`src/sv/urfd_pkg.sv`:
```
`timescale 1ns / 1ps
`default_nettype none

package urfd_pkg;

  // Receive store geometry
  localparam int FIFO_DEPTH = 256;
  localparam int PTR_W      = $clog2(FIFO_DEPTH);
  localparam int CNT_W      = $clog2(FIFO_DEPTH + 1);
  localparam int RX_LEVEL_W = 9;

  // Queue between front and back (power of two)
  localparam int QDEPTH  = 2;
  localparam int QIDX_W  = $clog2(QDEPTH);
  localparam int QCNT_W  = $clog2(QDEPTH + 1);

  // Status bits and characters
  localparam logic [7:0] STATUS_TX_READY = 8'h01;
  localparam logic [7:0] STATUS_RX_READY = 8'h02;
  localparam logic [7:0] CHAR_SUBST      = 8'h2E;
  localparam logic [7:0] CHAR_NEWLINE    = 8'h0A;
  localparam logic [7:0] CHAR_PRINT_LO   = 8'h20;
  localparam logic [7:0] CHAR_PRINT_HI   = 8'h7E;

  typedef logic [PTR_W-1:0]      ptr_t;
  typedef logic [CNT_W-1:0]      cnt_t;
  typedef logic [RX_LEVEL_W-1:0] rx_level_t;

  // Bus operation codes
  typedef enum logic [1:0] {
    FUNC_WR_DATA = 2'd0,
    FUNC_RD_DATA = 2'd1,
    FUNC_RD_STAT = 2'd2,
    FUNC_RX_BYTE = 2'd3
  } func_t;

  // Classified operation: data is the filtered tx char or the received byte
  typedef struct packed {
    func_t      func;
    logic [7:0] data;
  } urfd_op_t;

  typedef enum logic {
    BK_IDLE = 1'b0,
    BK_READ = 1'b1
  } bk_state_t;

  // Pointer advance with wrap at the store depth
  function automatic ptr_t ptr_next(input ptr_t p);
    ptr_t r;
    if (p == ptr_t'(FIFO_DEPTH - 1)) r = '0;
    else r = p + 1'b1;
    return r;
  endfunction

  // Transmit filter: newline and printable pass, everything else is '.'
  function automatic logic [7:0] tx_filter(input logic [7:0] b);
    logic [7:0] r;
    if (b == CHAR_NEWLINE) r = b;
    else if (b >= CHAR_PRINT_LO && b <= CHAR_PRINT_HI) r = b;
    else r = CHAR_SUBST;
    return r;
  endfunction

endpackage

`default_nettype wire

```
`src/sv/uart_rx_fifo_device.sv`:
```
`timescale 1ns / 1ps
`default_nettype none

// UART model with a receive FIFO. Each input beat is a data write (emits a
// filtered transmit char), a data read (pops the oldest received byte, 0 when
// empty), a status read (bit0 tx ready, bit1 rx data present) or a received
// byte (pushed; a full FIFO drops its oldest byte). Every beat gives exactly
// one result beat carrying the FIFO level after the operation. A beat enters
// a two-entry queue and its result is registered in the result register; a
// read of a non-empty FIFO also passes through the registered read port of
// the receive store. Sustained rate is one beat per cycle while the output
// is not stalled; a data read that finds data holds off the next beat.
module uart_rx_fifo_device (
  input  wire logic                 clk,
  input  wire logic                 rst_n,
  input  wire logic                 in_valid,
  output logic                      in_stall,
  input  wire logic [1:0]           in_func,
  input  wire logic [7:0]           in_byte_in,
  output logic                      out_valid,
  input  wire logic                 out_stall,
  output logic [7:0]                out_read_value,
  output logic                      out_tx_valid,
  output logic [7:0]                out_tx_char,
  output urfd_pkg::rx_level_t       out_rx_level
);
  import urfd_pkg::*;

  logic     q_push, q_full, q_pop, q_valid;
  urfd_op_t q_push_op, q_op;

  // Accept and classify
  urfd_front u_front (
    .in_valid   (in_valid),
    .in_stall   (in_stall),
    .in_func    (in_func),
    .in_byte_in (in_byte_in),
    .q_push     (q_push),
    .q_push_op  (q_push_op),
    .q_full     (q_full)
  );

  // Decoupling queue
  urfd_queue u_queue (
    .clk     (clk),
    .rst_n   (rst_n),
    .push    (q_push),
    .push_op (q_push_op),
    .full    (q_full),
    .pop     (q_pop),
    .q_valid (q_valid),
    .q_op    (q_op)
  );

  // FIFO state and results
  urfd_back u_back (
    .clk            (clk),
    .rst_n          (rst_n),
    .q_valid        (q_valid),
    .q_op           (q_op),
    .q_pop          (q_pop),
    .out_valid      (out_valid),
    .out_stall      (out_stall),
    .out_read_value (out_read_value),
    .out_tx_valid   (out_tx_valid),
    .out_tx_char    (out_tx_char),
    .out_rx_level   (out_rx_level)
  );

endmodule

`default_nettype wire

```
`src/sv/urfd_front.sv`:
```
`timescale 1ns / 1ps
`default_nettype none

module urfd_front (
  input  wire logic            in_valid,
  output logic                 in_stall,
  input  wire logic [1:0]      in_func,
  input  wire logic [7:0]      in_byte_in,
  output logic                 q_push,
  output urfd_pkg::urfd_op_t   q_push_op,
  input  wire logic            q_full
);
  import urfd_pkg::*;

  func_t func;

  // Accept a beat whenever the queue has room
  assign in_stall = q_full;
  assign q_push   = in_valid && !q_full;
  assign func     = func_t'(in_func);

  // Classify: transmit bytes are filtered here, received bytes pass raw
  always_comb begin
    q_push_op.func = func;
    unique case (func)
      FUNC_WR_DATA: q_push_op.data = tx_filter(in_byte_in);
      FUNC_RX_BYTE: q_push_op.data = in_byte_in;
      default:      q_push_op.data = '0;
    endcase
  end

endmodule

`default_nettype wire

```
`src/sv/urfd_queue.sv`:
```
`timescale 1ns / 1ps
`default_nettype none

module urfd_queue (
  input  wire logic               clk,
  input  wire logic               rst_n,
  input  wire logic               push,
  input  wire urfd_pkg::urfd_op_t push_op,
  output logic                    full,
  input  wire logic               pop,
  output logic                    q_valid,
  output urfd_pkg::urfd_op_t      q_op
);
  import urfd_pkg::*;

  urfd_op_t           entry_r [QDEPTH];
  logic [QIDX_W-1:0]  wr_idx_r, wr_idx_nxt;
  logic [QIDX_W-1:0]  rd_idx_r, rd_idx_nxt;
  logic [QCNT_W-1:0]  cnt_r, cnt_nxt;

  assign full    = (cnt_r == QCNT_W'(QDEPTH));
  assign q_valid = (cnt_r != '0);
  assign q_op    = entry_r[rd_idx_r];

  // Index and count update; indexes wrap naturally (depth is a power of two)
  always_comb begin
    wr_idx_nxt = push ? wr_idx_r + 1'b1 : wr_idx_r;
    rd_idx_nxt = pop  ? rd_idx_r + 1'b1 : rd_idx_r;
    cnt_nxt    = cnt_r;
    if (push && !pop) cnt_nxt = cnt_r + 1'b1;
    else if (!push && pop) cnt_nxt = cnt_r - 1'b1;
  end

  always_ff @(posedge clk) begin
    if (!rst_n) begin
      wr_idx_r <= '0;
      rd_idx_r <= '0;
      cnt_r    <= '0;
    end else begin
      wr_idx_r <= wr_idx_nxt;
      rd_idx_r <= rd_idx_nxt;
      cnt_r    <= cnt_nxt;
    end
  end

  // Entry storage
  always_ff @(posedge clk) begin
    if (push) entry_r[wr_idx_r] <= push_op;
  end

endmodule

`default_nettype wire

```
`src/sv/urfd_back.sv`:
```
`timescale 1ns / 1ps
`default_nettype none

module urfd_back (
  input  wire logic                 clk,
  input  wire logic                 rst_n,
  input  wire logic                 q_valid,
  input  wire urfd_pkg::urfd_op_t   q_op,
  output logic                      q_pop,
  output logic                      out_valid,
  input  wire logic                 out_stall,
  output logic [7:0]                out_read_value,
  output logic                      out_tx_valid,
  output logic [7:0]                out_tx_char,
  output urfd_pkg::rx_level_t       out_rx_level
);
  import urfd_pkg::*;

  bk_state_t  state_r, state_nxt;
  ptr_t       wr_ptr_r, wr_ptr_nxt;
  ptr_t       rd_ptr_r, rd_ptr_nxt;
  cnt_t       cnt_r, cnt_nxt;
  logic [7:0] mem_r [FIFO_DEPTH];
  logic [7:0] rd_data_r;
  logic       mem_we, mem_re;
  logic       out_free, load;
  logic       has_data;

  // Result register
  logic       out_valid_r;
  logic [7:0] read_value_r, read_value_nxt;
  logic       tx_valid_r, tx_valid_nxt;
  logic [7:0] tx_char_r, tx_char_nxt;
  rx_level_t  rx_level_r, rx_level_nxt;

  assign out_free = !out_valid_r || !out_stall;
  assign has_data = (cnt_r != '0);

  // Next state
  always_comb begin
    state_nxt = state_r;
    unique case (state_r)
      BK_IDLE: begin
        if (q_valid && out_free && q_op.func == FUNC_RD_DATA && has_data) begin
          state_nxt = BK_READ;
        end
      end
      BK_READ: begin
        if (out_free) state_nxt = BK_IDLE;
      end
      default: state_nxt = BK_IDLE;
    endcase
  end

  // Execute: pointer, count, store and result control
  always_comb begin
    q_pop          = 1'b0;
    mem_we         = 1'b0;
    mem_re         = 1'b0;
    load           = 1'b0;
    wr_ptr_nxt     = wr_ptr_r;
    rd_ptr_nxt     = rd_ptr_r;
    cnt_nxt        = cnt_r;
    read_value_nxt = '0;
    tx_valid_nxt   = 1'b0;
    tx_char_nxt    = '0;
    rx_level_nxt   = rx_level_t'(cnt_r);
    unique case (state_r)
      BK_IDLE: begin
        if (q_valid && out_free) begin
          q_pop = 1'b1;
          unique case (q_op.func)
            FUNC_WR_DATA: begin
              load         = 1'b1;
              tx_valid_nxt = 1'b1;
              tx_char_nxt  = q_op.data;
            end
            FUNC_RD_DATA: begin
              if (has_data) begin
                // store read is registered; result is loaded from the read state
                mem_re     = 1'b1;
                rd_ptr_nxt = ptr_next(rd_ptr_r);
                cnt_nxt    = cnt_r - 1'b1;
              end else begin
                load = 1'b1;
              end
            end
            FUNC_RD_STAT: begin
              load           = 1'b1;
              read_value_nxt = has_data ? (STATUS_TX_READY | STATUS_RX_READY)
                                        : STATUS_TX_READY;
            end
            FUNC_RX_BYTE: begin
              load       = 1'b1;
              mem_we     = 1'b1;
              wr_ptr_nxt = ptr_next(wr_ptr_r);
              // full store drops the oldest byte
              if (cnt_r == cnt_t'(FIFO_DEPTH)) rd_ptr_nxt = ptr_next(rd_ptr_r);
              else cnt_nxt = cnt_r + 1'b1;
              rx_level_nxt = rx_level_t'(cnt_nxt);
            end
            default: load = 1'b0;
          endcase
        end
      end
      BK_READ: begin
        if (out_free) begin
          load           = 1'b1;
          read_value_nxt = rd_data_r;
        end
      end
      default: load = 1'b0;
    endcase
  end

  // Control registers
  always_ff @(posedge clk) begin
    if (!rst_n) begin
      state_r     <= BK_IDLE;
      wr_ptr_r    <= '0;
      rd_ptr_r    <= '0;
      cnt_r       <= '0;
      out_valid_r <= 1'b0;
    end else begin
      state_r  <= state_nxt;
      wr_ptr_r <= wr_ptr_nxt;
      rd_ptr_r <= rd_ptr_nxt;
      cnt_r    <= cnt_nxt;
      if (load) out_valid_r <= 1'b1;
      else if (!out_stall) out_valid_r <= 1'b0;
    end
  end

  // Result payload
  always_ff @(posedge clk) begin
    if (load) begin
      read_value_r <= read_value_nxt;
      tx_valid_r   <= tx_valid_nxt;
      tx_char_r    <= tx_char_nxt;
      rx_level_r   <= rx_level_nxt;
    end
  end

  // Receive store: one write port, one registered read port
  always_ff @(posedge clk) begin
    if (mem_we) mem_r[wr_ptr_r] <= q_op.data;
  end

  always_ff @(posedge clk) begin
    if (mem_re) rd_data_r <= mem_r[rd_ptr_r];
  end

  assign out_valid      = out_valid_r;
  assign out_read_value = read_value_r;
  assign out_tx_valid   = tx_valid_r;
  assign out_tx_char    = tx_char_r;
  assign out_rx_level   = rx_level_r;

endmodule

`default_nettype wire
```
`config.mk`:
```
export PLATFORM = sky130hd
export DESIGN_NAME = uart_rx_fifo_device
export DESIGN_NICKNAME = d
export VERILOG_FILES = /design/src/sv/urfd_pkg.sv /design/src/sv/uart_rx_fifo_device.sv /design/src/sv/urfd_front.sv /design/src/sv/urfd_queue.sv /design/src/sv/urfd_back.sv
export SDC_FILE = /design/constraint.sdc
export NUM_CORES = 2
export LEC_CHECK = 0
export BUFFER_PORTS_ARGS = -buffer_cell sky130_fd_sc_hd__buf_2
export CAP_MARGIN = 25
export CORE_MARGIN = 2
export CORE_UTILIZATION = 40
export DETAILED_ROUTE_END_ITERATION = 10
export PLACE_DENSITY = 0.54
export SLEW_MARGIN = 5
export SYNTH_ARGS = -nofsm -noshare
export SYNTH_HDL_FRONTEND = slang
export SYNTH_SLANG_ARGS = --single-unit
```
`constraint.sdc`:
```
create_clock -name clk -period 4.5 [get_ports clk]
set_clock_uncertainty 0.2 [all_clocks]
set_input_delay 0.225 -clock clk [delete_from_list [all_inputs] [get_ports clk]]
set_output_delay 0.225 -clock clk [all_outputs]
set_load 0.02 [all_outputs]
```
# Word-level counts from Yosys, hierarchy flattened
# Memory sizes are Yosys's and may differ from the RTL's. A register that Yosys moved wholly into a read port is not among the register bits.
# Cells that the tools add are included.
# word_totals
elab_cells	111
output_inout_bits	28
input_bits	14
mem_bits_rw	2068
ff_bits	57
n_memories	2
# classes
eq_ne	12
add_sub_neg	8
n_reduce_logical	25
bitwise	3
mux	47
magnitude_cmp	2
# mem_list
name	depth	width	read_ports	rd_ports_with_merged_regs	wr	line	source
u_back.mem_r	256	8	1	1	1	urfd_back.sv:23	logic [7:0] mem_r [FIFO_DEPTH];
u_queue.entry_r	2	10	1	1	1	urfd_queue.sv:16	urfd_op_t entry_r [QDEPTH];
# ops
operator	count
$mux W8	9
$pmux W8 S2	3
$mux W9	5
$mux W1	23
$pmux W9 S2	1
$add A8 B1 Y8 const B	2
$eq A8 B8 Y1 const B	2
$add A9 B1 Y9 const B	1
$eq A9 B9 Y1 const B	1
$reduce_bool A9 Y1	1
$sub A9 B1 Y9 const B	1
$eq A2 B2 Y1 const B	4
$eq A8 B4 Y1 const B	1
$ge A8 B6 Y1 const B	1
$le A8 B7 Y1 const B	1
$logic_and A1 B1 Y1	7
$mux W2	3
$ne A2 B1 Y1 const B	3
$pmux W1 S2	3
$reduce_bool A2 Y1	3
$reduce_or A3 Y1	2
$logic_not A1 Y1	5
$reduce_and A5 Y1	1
$logic_not A2 Y1	2
9 further kinds	12

# Logic depth before layout (Yosys ltp)
# logic_depth
ltp_word	8
depth_mapped	13
depth_no_buf	9

# Hierarchy
# From an unflattened synthesis, not the netlist that was laid out.
# unflattened
hier_cells	3973
hier_area_um2	83455.0
# by_module_without_submodules
mod	instances	cells_each	seq_area_each_um2	area_per_inst_um2
urfd_back	1	3884	63060.5	82282.7
urfd_queue	1	53	700.7	939.7
urfd_front	1	36	0.0	232.7

# Worst setup path before layout
# Ideal clock, no wire load.
# synth_path
kind	reg-to-reg
from	reg u_back.cnt_r[3]
to	reg u_back.read_value_r[0], in the netlist u_back.out_read_value[0], enable pin
stages_incl_launch_ff	7
period_less_slack_ns	3.982
path_buffers	1
setup_time_ns	0.448
required_time_ns	3.852
setup_slack_ns	0.518
arrival_time_ns	3.334
path_cell_list	dfxtp_1 clkbuf_1 nor4_1 and3_1 and2_1 nor3_1 o21ai_0
# synth_between
elab_chain_len	5
# synth_rtl
element	line	source
from (decl)	urfd_back.sv:22	cnt_t cnt_r, cnt_nxt;
from (signal assigned)	urfd_back.sv:128	cnt_r <= cnt_nxt;
$reduce_bool A9 Y1	urfd_back.sv:37	assign has_data = (cnt_r != '0);
$mux W1	urfd_back.sv:79	if (has_data) begin
$pmux W1 S2	urfd_back.sv:72	unique case (q_op.func)
$mux W1	urfd_back.sv:70	if (q_valid && out_free) begin
$pmux W1 S2	urfd_back.sv:68	unique case (state_r)
via u_back.load	urfd_back.sv:26	logic out_free, load;
to (signal assigned)	urfd_back.sv:137	read_value_r <= read_value_nxt;
to (decl)	urfd_back.sv:31	logic [7:0] read_value_r, read_value_nxt;
# The timed path passes the listed nets, and every way through them passes these cells.
# A chain may end at the register's enable or synchronous reset.

# Final worst setup path
# layout_path
from	reg u_back.out_valid_r, in the netlist u_back.out_valid
to	mem u_back.mem_r[10][2], enable pin
# layout_between
elab_chain_len	7
# layout_rtl
element	line	source
from (decl)	urfd_back.sv:30	logic out_valid_r;
from (signal assigned)	urfd_back.sv:123	out_valid_r <= 1'b0;
from (signal assigned)	urfd_back.sv:129	if (load) out_valid_r <= 1'b1;
from (signal assigned)	urfd_back.sv:130	else if (!out_stall) out_valid_r <= 1'b0;
$logic_not A1 Y1	urfd_back.sv:36	assign out_free = !out_valid_r || !out_stall;
$logic_or A1 B1 Y1	urfd_back.sv:36	
$logic_and A1 B1 Y1	urfd_back.sv:70	
$mux W1	urfd_back.sv:70	
$mux W1	urfd_back.sv:68	
$mux W1	urfd_back.sv:146	if (mem_we) mem_r[wr_ptr_r] <= q_op.data;
$mux W1 (not written as such)	urfd_back.sv:146	
to (decl)	urfd_back.sv:23	
# Every way passes these cells.

==> key figures <==
Worst setup path
  • R2r worst-path depth: 8
  • Critical path required time: 4.76 ns
  • Buffers & Inverters on Critical Path: 2
  • Worst setup SP type: flip-flop
  • Critical path cell sequence: and2_1 -> nor3_1 -> buf_4 -> nand2_1 -> buf_4 -> nor3_1 -> nand2_1 -> nor2_1
  • Reg-to-Reg End: u_back.mem_r[10][2]
  • R2r startpoint: u_back.out_valid
  • CP Capture Type: flip-flop
  • Worst setup path start: u_back.out_valid
  • CP Depth: 8
  • Worst-path maximum fanout: 14
  • Worst Setup EP: u_back.mem_r[10][2]
  • Delay-heaviest family, CP: simple AND/OR/NAND/NOR gates
  • Worst EP arrival: 4.17 ns
  • Worst Setup Path Type: flip-flop to flip-flop
  • Slowest cell on the critical path: nor2_1
  • Crit path largest cell delay: 0.90 ns
  • Reg-to-reg slack, setup: 0.59 ns

Clock tree
  • Clk_lat worst skew: 0.86 ns
  • Worst-path clk slew: 0.06 ns
  • Root Driver: clkbuf_16
  • Setup Fix Bufs, Post-CTS: 0
  • CTS sink cnt: 2134
  • Num CTS Buffers: 215
  • Clock tree buffer depth: 3
  • CTS tree: built
  • H-tree levels: 4

STA
  • Crit share post-route: 86.9%
  • RSZ-0062 raised after global routing: false
  • Rel. slew slack: 21.3%
  • Fmax: 256 MHz
  • Actual slew at the worst max-slew pin: 1.18 ns
  • TNS Setup: 0 ns
  • Hold Fails Final Rpt: 0
  • Tmin final: 3.91 ns
  • # setup viols final: 0
  • Pins Over Slew Limit: 0
  • Final hold slack: 0.0813 ns

Yosys
  • Synth Flop Type: edfxtp_1
  • Post-synthesis instance area: 83500 um^2
  • Mux cell area share after synthesis: 16.0%
  • EDFF count, synth: 2102
  • Post-Syn Instances: 3967
  • Post-Synth Simple-Gate Area: 2.86%
  • Main combinational cell family by area after synthesis: multiplexers
  • Avg Cell Area, Syn: 21.0 um^2
  • Post-synthesis sequential area ratio: 76.4%
  • Xor and xnor area share after synthesis: 0.304%
  • Post-synth ARST share: 0%
  • Mapped Nets: 3991
  • Adder-Cell Fraction of Synth Area: 0.150%
  • Synth Area in Compound Gates: 2.53%
  • Seq cells post-synth: 2134
  • Ys Warns: 0
  • Synth cell types: 68

Floorplan
  • Row count: 167
  • Die ar.: 212000 um^2
  • Core Region: 207000 um^2
  • Die Span Y: 461 um
  • Die W: 461 um
  • I/O pin cnt: 42
  • Starting Density: 40.3%

Place
  • Cell count after placement: 6860
  • Placement Cell Area: 88600 um^2
  • IO Port Bufs: 41
  • RePlAce Congestion: 0.822
  • Post-DP HPWL: 139 mm

Finish
  • Non-filler cells in the finished layout: 7290
  • Diode count: 0
  • Synth-to-layout area growth: 15.1%
  • Finished Cell Area: 96100 um^2
  • Share of layout cells above drive strength 1: 27.0%
  • Final #Nets: 4340

GRT
  • Vias in the first global route: 41500
  • First-pass GRT wire length: 320 mm
  • Largest net degree at the start of global routing: 134
  • Initial antenna violation count: 8
  • GRT Resource Usage Total: 21.2%
  • Global route overflow: 0

Power and ir drop
  • Worst vdd ir: 0.595 mV
  • Pwr dens: 507 nW/um^2
  • Leakage: 29.4 nW

Detailed routing
  • Post-route ant nets: 0
  • Vias: 41600
  • Final wirelength: 225 mm
  • Drt initial violations: 4791
  • WL per Instance: 30.8 um
  • Vias per cell: 5.71
  • DR pass1 iterations: 5
  • DRC: 0

Min path
  • HP Class: primary input to flip-flop

Run
  • Max_cap viols: 0

Status
  • Status: completed
## kinds of logic after synthesis
group / count (synthesis)
AOI/OAI and AO/OA: 312
DFF: 2134
buffers and inverters: 246
muxes: 683
and+or+nand+nor: 553
xor gates and xnor gates: 29
adders and majority gates: 10
## placed cells by master, fill, tap and decap left out, drive strengths merged, types with 7 or more instances in the layout
cell type    instances
dlygate4sd3         25
xor2                 8
clkinv             106
bufinv              28
ha                  10
a22oi               33
mux4               518
nor2b               20
o211ai              14
xnor2               21
o22ai               13
edfxtp            2102
o221ai              23
a211oi               9
mux2                16
nand4               11
mux2i              149
a21oi               81
nor3                18
nand3               34
dfxtp               32
a31oi               14
inv                 27
nand2              109
o21ai               47
clkbuf             255
and3                12
a2111oi              7
buf                334
a221oi              34
nor2               303
and2                20
## metal layers
metal / part of all wire [%] / up-vias / GRT usage [%] / wire [um]
li1: - / 17200 / - / -
met1: 43 / 22500 / 31.0 / 97700
met2: 47 / 1665 / 32.9 / 105000
met3: 7.5 / 265 / 3.87 / 16900
met4: 2.3 / 2 / 5.41 / 5150
met5: 0.0058 / - / 0 / 13
## what timing repair did
action,4_1_cts,5_1_grt
hold endpoints to repair,106,0
hold buffers,25,0
resized for setup,0,0
## tightest hold or removal path: cells and delay by family
family | cells | cell delay (ns)
AND/OR/NAND/NOR | 1 | 0.15
buffers and inverters | 2 | 0.64
## worst min path at each step
stage	start	endpoint	cells past startpoint
after floorplan	in_func[0]	u_queue.entry_r[0][8]	0
after global placement	in_func[0]	u_queue.entry_r[1][8]	1
after detailed placement	in_func[0]	u_queue.entry_r[1][8]	1
after CTS	in_byte_in[4]	u_queue.entry_r[1][4]	3
after global routing	in_byte_in[4]	u_queue.entry_r[1][4]	3
final	in_byte_in[4]	u_queue.entry_r[1][4]	3
## power breakdown
group,switching [W],internal [W]
logic,0.00438,0.00207
clock network,0.00767,0.0105
registers,0.000191,0.0239
## metrics by stage
step | util (%) | power, W | setup WS (ns)
after CTS | 46.3 | 0.0491 | 0.445
final | 46.3 | 0.0487 | 0.592
after floorplan | - | 0.0285 | 0.518
after global placement | 42.7 | 0.0309 | 0.362
after detailed placement | 42.8 | 0.0311 | 0.432
after global routing | 46.3 | 0.0502 | 0.376
## state kept, by name, summed over array words and instances (netlist names), named ones only
| signal | cells |
|---|---|
| u_queue.wr_idx_r | 1 |
| u_back.mem_r | 2048 |
| u_back.out_rx_level | 9 |
| u_back.rd_ptr_r | 8 |
| u_queue.cnt_r | 2 |
| u_queue.entry_r | 20 |
| u_back.rd_data_r | 8 |
| u_back.out_tx_valid | 1 |
| u_back.out_read_value | 8 |
| u_back.out_tx_char | 8 |
| u_back.cnt_r | 9 |
| u_back.out_valid | 1 |
| u_back.state_r | 1 |
| u_back.wr_ptr_r | 8 |
| u_queue.rd_idx_r | 1 |
## cells in the mapped netlist (all sizes together), types with 12 or more instances
cell       n  share of area [%]
nand2    109               0.49
edfxtp  2102                 76
clkbuf    96               0.43
nor2     303                1.4
mux2      16               0.22
o221ai    23               0.24
inv       17              0.076
buf      131                1.3
dfxtp     32               0.77
and3      12              0.090
a21oi     81               0.49
nor3      18               0.11
a221oi    34               0.36
o22ai     13              0.097
o211ai    14               0.13
a31oi     14               0.10
o21ai     47               0.28
nand3     34               0.20
xnor2     21               0.22
and2      20               0.15
mux4     518                 14
nor2b     20               0.15
a22oi     33               0.30
mux2i    149                1.8
## area by class of cell
type / instances / area [um^2]
Tap cell: 2788 / 3490
Inverter: 19 / 72.6
Timing Repair Buffer: 359 / 3160
Multi-Input combinational cell: 1587 / 18400
Clock buffer: 255 / 5570
Clock inverter: 148 / 1560
Sequential cell: 2134 / 63800
Fill cell: 17300 / 111000
(Power assumes the default switching activity.)
